`src/rtl/acws_pkg.sv`:
```
// shared constants and types for the word segmentation block
`timescale 1ns / 1ps
package acws_pkg;
	localparam int MAX_NODES_D = 256;
	localparam int ALPHABET_D  = 26;
	localparam int WINDOW_D    = 32;
	localparam int MAX_TEXT_D  = 1048575;
	localparam int LEN_W       = 20;

	localparam logic [1:0] KIND_DICT  = 2'd0;
	localparam logic [1:0] KIND_BUILD = 2'd1;
	localparam logic [1:0] KIND_TEXT  = 2'd2;

	typedef enum logic [3:0] {
		OP_NONE  = 4'd0,
		OP_CLEAR = 4'd1,
		OP_DICT  = 4'd2,
		OP_BINIT = 4'd3,
		OP_BPOP  = 4'd4,
		OP_BNODE = 4'd5,
		OP_BCHLD = 4'd6,
		OP_BFIN  = 4'd7,
		OP_TEXT  = 4'd8
	} op_t;

	typedef struct packed {
		op_t        op;
		logic [1:0] phase;
	} cmd_t;

	typedef struct packed {
		logic clear_done;
		logic scan_done;
		logic queue_empty;
		logic step_done;
	} status_t;
endpackage

```
`src/rtl/acws_ctrl.sv`:
```
// controller: sequences clearing, dictionary, build and text steps
`timescale 1ns / 1ps
module acws_ctrl
	import acws_pkg::*;
(
	input  logic       clk,
	input  logic       arst_n,
	input  logic       in_valid,
	output logic       in_ready,
	input  logic [1:0] in_kind,
	input  logic       built,
	input  logic       out_busy,
	input  status_t    st,
	output cmd_t       cmd,
	output logic       latch
);
	typedef enum logic [7:0] {
		S_CLEAR = 8'b00000001,
		S_IDLE  = 8'b00000010,
		S_DICT  = 8'b00000100,
		S_BINIT = 8'b00001000,
		S_BPOP  = 8'b00010000,
		S_BNODE = 8'b00100000,
		S_BCHLD = 8'b01000000,
		S_TEXT  = 8'b10000000
	} state_t;

	state_t     state_q, state_n;
	logic [1:0] phase_q, phase_n;

	assign in_ready = (state_q == S_IDLE) && !out_busy;
	assign latch    = in_valid && in_ready;

	always_comb begin
		state_n = state_q;
		phase_n = phase_q + 2'd1;
		cmd.op  = OP_NONE;
		cmd.phase = phase_q;
		unique case (state_q)
			S_CLEAR: begin
				cmd.op = OP_CLEAR;
				if (st.clear_done) state_n = S_IDLE;
			end
			S_IDLE: begin
				phase_n = 2'd0;
				if (latch) begin
					unique case (in_kind)
						KIND_DICT:  if (!built) state_n = S_DICT;
						KIND_BUILD: if (!built) state_n = S_BINIT;
						KIND_TEXT:  state_n = S_TEXT;
						default:    state_n = S_IDLE;
					endcase
				end
			end
			S_DICT: begin
				cmd.op = OP_DICT;
				if (st.step_done) state_n = S_IDLE;
			end
			S_BINIT: begin
				cmd.op = OP_BINIT;
				if (st.scan_done) begin
					state_n = S_BPOP;
					phase_n = 2'd0;
				end
			end
			S_BPOP: begin
				if (st.queue_empty) begin
					cmd.op  = OP_BFIN;
					state_n = S_IDLE;
				end else begin
					cmd.op = OP_BPOP;
					if (st.step_done) begin
						state_n = S_BNODE;
						phase_n = 2'd0;
					end
				end
			end
			S_BNODE: begin
				cmd.op = OP_BNODE;
				if (st.step_done) begin
					state_n = S_BCHLD;
					phase_n = 2'd0;
				end
			end
			S_BCHLD: begin
				cmd.op = OP_BCHLD;
				if (st.scan_done) begin
					state_n = S_BPOP;
					phase_n = 2'd0;
				end
			end
			S_TEXT: begin
				cmd.op = OP_TEXT;
				if (st.step_done) state_n = S_IDLE;
			end
			default: state_n = S_IDLE;
		endcase
	end

	always_ff @(posedge clk or negedge arst_n) begin
		if (!arst_n) begin
			state_q <= S_CLEAR;
			phase_q <= 2'd0;
		end else begin
			state_q <= state_n;
			phase_q <= phase_n;
		end
	end
endmodule

```
`config.mk`:
```
export PLATFORM = sky130hd
export DESIGN_NAME = acws_ctrl
export DESIGN_NICKNAME = d
export VERILOG_FILES = /design/src/rtl/acws_pkg.sv /design/src/rtl/acws_ctrl.sv
export SDC_FILE = /design/constraint.sdc
export NUM_CORES = 1
export LEC_CHECK = 0
export ABC_AREA = 1
export CAP_MARGIN = 30
export CORE_AREA = 2 2 39 41
export CTS_BUF_LIST = sky130_fd_sc_hd__clkbuf_8 sky130_fd_sc_hd__clkbuf_16
export DETAILED_ROUTE_END_ITERATION = 8
export DIE_AREA = 0 0 41 43
export DONT_BUFFER_PORTS = 1
export PLACE_DENSITY_LB_ADDON = 0.1
export REMOVE_ABC_BUFFERS = 1
export SLEW_MARGIN = 20
export SYNTH_ARGS = -nofsm -noshare
export SYNTH_HDL_FRONTEND = slang
export SYNTH_SLANG_ARGS = --single-unit
```
`constraint.sdc`:
```
create_clock -name clk -period 3.9 [get_ports clk]
set_clock_uncertainty 0.1 [all_clocks]
set_input_delay 0 -clock clk [delete_from_list [all_inputs] [get_ports clk]]
set_output_delay 0 -clock clk [all_outputs]
set_load 0.02 [all_outputs]
```
==> impl_metrics.ini, run 1 <==
[sta]
timing_hold_violations_final = 0
finalSetupTns_ps = 0
slew_viol_final = 0
worst_hold_slack_ps = 17.5
relSlewSlack_pct = 68.6
tightest_slew_ps = 469
setup_viol = 0
timing.fmax_ghz = 0.444
min_period_ps = 2250
rsz0062_at_grt = no
fin_ws_ps = 1650
finalCritPeriodShare_pct = 57.8

[critical_path]
path_class = flip-flop to flip-flop
reg2reg_from = state_q[7]
cp_max_fo = 7
startpoint_type = flip-flop
worstPathRequired_ps = 3930
rrSetupSlack_ps = 1650
end_kind = flip-flop
reg2reg_depth = 9
worstPathArrival_ps = 2280
reg2reg_to = state_q[1]

[pwr]
power.leakage_nw = 0.538
p_clk_share_pct = 19.9
powerDensity_mw_per_mm2 = 578
combPwrFrac_pct = 51.4
p_sw_w = 0.000265
total_power_w = 0.000557
vdd_ir_drop_max_mv = 0.447
power.internal_w = 0.000292
power_switching_share_pct = 47.5
seqPwrFrac_pct = 28.7

[cells_and_area]
multiInputGateArea_um2 = 462
drive_gt1_share_pct = 15.7
synthToLayoutAreaGrowth_pct = 22.2
register_area_um2 = 251
finalNonFillerCells = 156
fillers = 131
n_antenna_cell = 0
nNetsFinal = 152

[run]
maxCapViolations = 0

[logic_synthesis]
yosysMostFrequentCell = nand2_1
yosysUniqueCellTypes = 19
synthXorXnorAreaFrac_pct = 1.11
synthCells = 125
yosysTopAreaCell = dfrtp_1
ys_ff_latch = 10
syn_area_um2 = 788
synth_top_family_by_area = simple AND/OR/NAND/NOR gates
ys_seq_area_share_pct = 31.9
synth_simple_gate_area_share_pct = 54.1
syn_avg_cell_area_um2 = 6.31
synth-main-ff-cell = dfrtp_1
yosysWarnings = 0
synth_edf_count = 0
ys_top_cells_by_count = 38 x nand2_1, 19 x nor2_1, 18 x inv_1
synth_top_cell_area_share_pct = 28.6
synth_compound_area_share_pct = 3.33
async_flop_share_pct = 100
synth.area.top_cells = dfrtp_1 29%, nand2_1 18%, nor2_1 9.0%
synthAdderAreaFrac_pct = 0
synth.mux.area_fraction_pct = 0

[placement]
pre_cts_ws_ps = 2190
dp_hpwl_mm = 1.38
gp_congestion = 0.898
placed_cells = 141
numPortBuffers = 0

[clocking]
h-tree-depth = 1
clockBufferDepth = 2
clockRootBuffer = clkbuf_8
clk_pin_slew_worst_paths_ps = 50
cts_buffers = 3
cts_tree = yes
clk_latency_ps = 240
cts_num_sinks = 10

[grt]
grt_pass1_vias = 753
grt_pass1_wl_mm = 3.07
grt_max_degree = 11
grt_usage_pct = 26.1
antenna_found_initial = 0
grt_overflow = 0

[min_path]
hold_class = primary input to flip-flop
hold_end = phase_q[1]
whs_path_depth = 3
holdCritStartpoint = st[1]

[detailed_routing]
drtIter0Drc = 23
via_count = 809
routed_via_density = 5.19
first_pass_iters = 5
wl_per_cell_um = 11.8
drc = 0
ant_nets = 0
finalWirelength_mm = 1.83

[die]
floorplan.die.width_um = 41
initial_core_util_pct = 57.0
core_mm2 = 0.00138
die-area_mm2 = 0.00176
die_h_um = 43
row_count = 14
ios = 19

[outcome]
status = complete, no violations
==> cell families (layout without fill, tap and decap cells) <==
family,count (synthesis),count (layout)
xor+xnor,1,1
compound gates,4,4
flops,10,10
simple gates,90,90
buf+inv,20,35
==> power by group through the flow <==
stage                     clock network [W]  logic, W  registers [W]
after floorplan                           0  0.000228       0.000157
after global placement                    0  0.000264       0.000161
after detailed placement                  0  0.000269       0.000162
after CTS                          0.000110  0.000286       0.000160
after global routing               0.000120  0.000321       0.000163
final                              0.000111  0.000287       0.000160
==> stage by stage <==
step           area (um2)  util, %
3_3_place_gp          808     58.4
5_1_grt               963     69.6
6_report              963     69.6
4_1_cts               963     69.6
2_1_floorplan         788        -
3_5_place_dp          808     58.4
==> flip-flops by register name (all words and copies together), names as in the netlist <==
register	count
phase_q	2
state_q	8
==> how the worst max path moves through the flow <==
stage                     cells after the start  slack (ps)          to       start
after floorplan                               8        2310  state_q[1]  state_q[7]
after global placement                        8        2230  state_q[1]  state_q[7]
after detailed placement                      8        2190  state_q[1]  state_q[7]
after CTS                                     9        1630  state_q[1]  state_q[7]
after global routing                          9        1510  state_q[1]  state_q[2]
final                                         9        1650  state_q[1]  state_q[7]
==> layout by cell type (no fill, tap or decap) <==
cell type	count
o21ai_1	1
nor3_1	3
nor2_4	3
nor2_2	2
nand3_1	13
nand2_4	1
dfstp_2	1
clkbuf_8	3
nand2_2	8
o21ai_0	1
dfrtp_1	9
inv_1	19
inv_2	2
o21a_1	1
dlygate4sd3_1	11
nand2_1	38
nand3b_1	2
nor2_1	19
xor2_1	1
o21ai_2	1
nor3_2	1
==> final cells by class <==
class / instances / share of cell area, %
clock buffer: 3 / 4.29
tap: 16 / 2.08
clock inverter: 1 / 0.390
timing repair buffer: 11 / 11.4
sequential: 10 / 26.1
multi-input combinational: 95 / 47.9
inverter: 20 / 7.79
==> per-layer routing <==
layer,GRT usage (%),vias up,wire [um]
met1,34.7,358,767
met5,0,-,0
met3,6.81,5,135
met2,38.8,34,900
met4,10.7,0,30
li1,-,412,-
==> what timing repair did <==
action                                 4_1_cts  5_1_grt
hold buffers                                11        0
gates resized for setup                      0        0
endpoints found under the hold margin       21        0
setup buffers                                0        0
==> critical path, stage by stage, from the launching register on <==
cell and delay, ps:
dfrtp_1 410, nor2_2 170, nand2_2 100, nor2_4 200, inv_2 80, nor3_2 330
nand2_1 80, dlygate4sd3_1 570, nand2_1 60, nand2_1 50
(Power assumes the default switching activity.)
==> run 2: changes to the inputs <==
- CORE_AREA: 2 2 39 41 -> default
- CORE_UTILIZATION: default -> 60
- DIE_AREA: 0 0 41 43 -> default
- clock period: 3.9 -> 2.15 ns (I/O delays scaled with it)
==> run 2 against run 1 <==
Non-clock buffer count is the same; utilization grew 14 points; combinational power grew 91%; clock-buffer cell count grew 1; flip-flop and latch count is the same; largest power group unchanged; register-to-register slack lost 1200 ps; wire length grew 26%; clock power grew 120%.
==> impl_metrics.ini, run 2 (synthesized netlist as in run 1, its figures left out) <==
[grt]
met1_usage_pct = 41.5
grt_pass1_wl_mm = 3.56
grtUsageMet3_pct = 8.72
grt_overflow = 0
globalRouteMet2Util_pct = 64.8
grt_pass1_vias = 839
grt_max_degree = 11
antenna_found_initial = 0
grt-busiest-layer = met2
grt_usage_pct = 37.4

[critical_path]
startpoint_type = primary input
cp_max_fo = 8
worstPathArrival_ps = 1820
cp-startpoint = st[0]
end_kind = flip-flop
worstPathRequired_ps = 2180
reg2reg_from = state_q[2]
path_class = primary input to flip-flop
reg2reg_depth = 9

[sta]
worst_hold_slack_ps = 31.4
rsz0062_at_grt = no
timing_hold_violations_final = 0
tightest_slew_ps = 474
relSlewSlack_pct = 68.3
finalCritPeriodShare_pct = 83.2
slew_viol_final = 0
min_period_ps = 1790
finalSetupTns_ps = 0
setup_viol = 0
timing.fmax_ghz = 0.559

[pwr]
p_sw_w = 0.000520
power.leakage_nw = 0.540
power.internal_w = 0.000564
seqPwrFrac_pct = 27.3
vdd_ir_drop_max_mv = 0.764
total_power_w = 0.00108
powerDensity_mw_per_mm2 = 1120
power_switching_share_pct = 48.0
combPwrFrac_pct = 50.6
p_clk_share_pct = 22.1

[clocking]
clockRootBuffer = clkbuf_8
cts_buffers = 3
cts_num_sinks = 10
cts_resized = 0
h-tree-depth = 1
clk_latency_ps = 240
clockBufferDepth = 2
cts_tree = yes
post_cts_buffers = 0
clk_pin_slew_worst_paths_ps = 50

[die]
die-area_mm2 = 0.00146
die_h_um = 38.2
core_mm2 = 0.00116
ios = 19
row_count = 12
floorplan.die.width_um = 38.2
initial_core_util_pct = 68.2

[outcome]
status = complete, no violations

[min_path]
hold_class = primary input to flip-flop
whs_path_depth = 5
holdCritStartpoint = built

[placement]
dp_hpwl_mm = 1.37
gp_congestion = 0.903
numPortBuffers = 0

[cells_and_area]
fillers = 70
postLayoutCoreUtil_pct = 83.8
n_antenna_cell = 0
reg.largest.list = state_q x8, phase_q x2
top_register = state_q
drive_gt1_share_pct = 17.1
synthToLayoutAreaGrowth_pct = 22.9
mostFrequentLayoutCells = 38 x nand2_1, 19 x nor2_1, 18 x inv_1
final_common_cell = nand2_1
nNetsFinal = 152
largest_reg_flops = 8

[detailed_routing]
wl_per_cell_um = 15.0
ant_nets = 0
finalWirelength_mm = 2.32
first_pass_iters = 5
drc = 0
via_count = 891
routed_via_density = 5.79
drtIter0Drc = 44

[run]
maxCapViolations = 0
-- run 2: cell types whose count changed in the layout (fill, tap and decap cells not counted), sizes merged --
| cell | previous run | this run |
|---|---|---|
| buf | 0 | 1 |
| clkbuf | 3 | 4 |
| dlygate4sd3 | 11 | 10 |
| inv | 21 | 20 |
-- run 2: worst paths after layout --
kind | end | slack (ps)
worst min register to register | state_q[7] | 470
max in group asynchronous | state_q[0] | 1550
min in group asynchronous | phase_q[0] | 50
worst max register to register | state_q[1] | 420
worst max-delay path | state_q[3] | 360
worst min-delay path | state_q[5] | 30
-- run 2: layer usage --
layer,up-vias,part of all wire (%),wire length (um)
li1,412,-,-
met1,412,38,883
met2,54,50,1160
met3,13,8.2,190
met4,0,3.6,83
met5,-,0,0
-- run 2: area by class of cell --
cell class	count	area [um2]	share of cell area, %
Tap cell	14	17.5	1.81
Sequential cell	10	251	26.0
Inverter	20	75.1	7.75
Multi-Input combinational cell	95	462	47.7
Clock buffer	4	55.1	5.68
Timing Repair Buffer	11	108	11.1
-- run 2: stage by stage --
step	area, um2	cells	setup WS [ps]
final	968	154	360
after global routing	968	154	298
after CTS	968	154	384
after detailed placement	813	140	523
after global placement	813	140	556
after floorplan	788	125	557
-- run 2: repair_timing --
item | CTS | global route
endpoints found under the setup margin | 0 | 0
hold buffers | 10 | 0
endpoints found under the hold margin | 20 | 0
-- run 2: worst max-delay path: stages --
cell and delay, ps:
dlygate4sd3_1 570, nor2_1 40, dlygate4sd3_1 550, nand2_1 80, nand2_1 90, nor2_4 240, nand2_4 90, nand2_1 80
nand2_1 60
-- run 2: power groups by stage --
stage	registers (W)	logic (W)	clock network (W)
after global routing	0.000300	0.000597	0.000247
after detailed placement	0.000294	0.000493	0
after global placement	0.000292	0.000476	0
final	0.000296	0.000549	0.000239
after CTS	0.000293	0.000521	0.000239
after floorplan	0.000285	0.000414	0
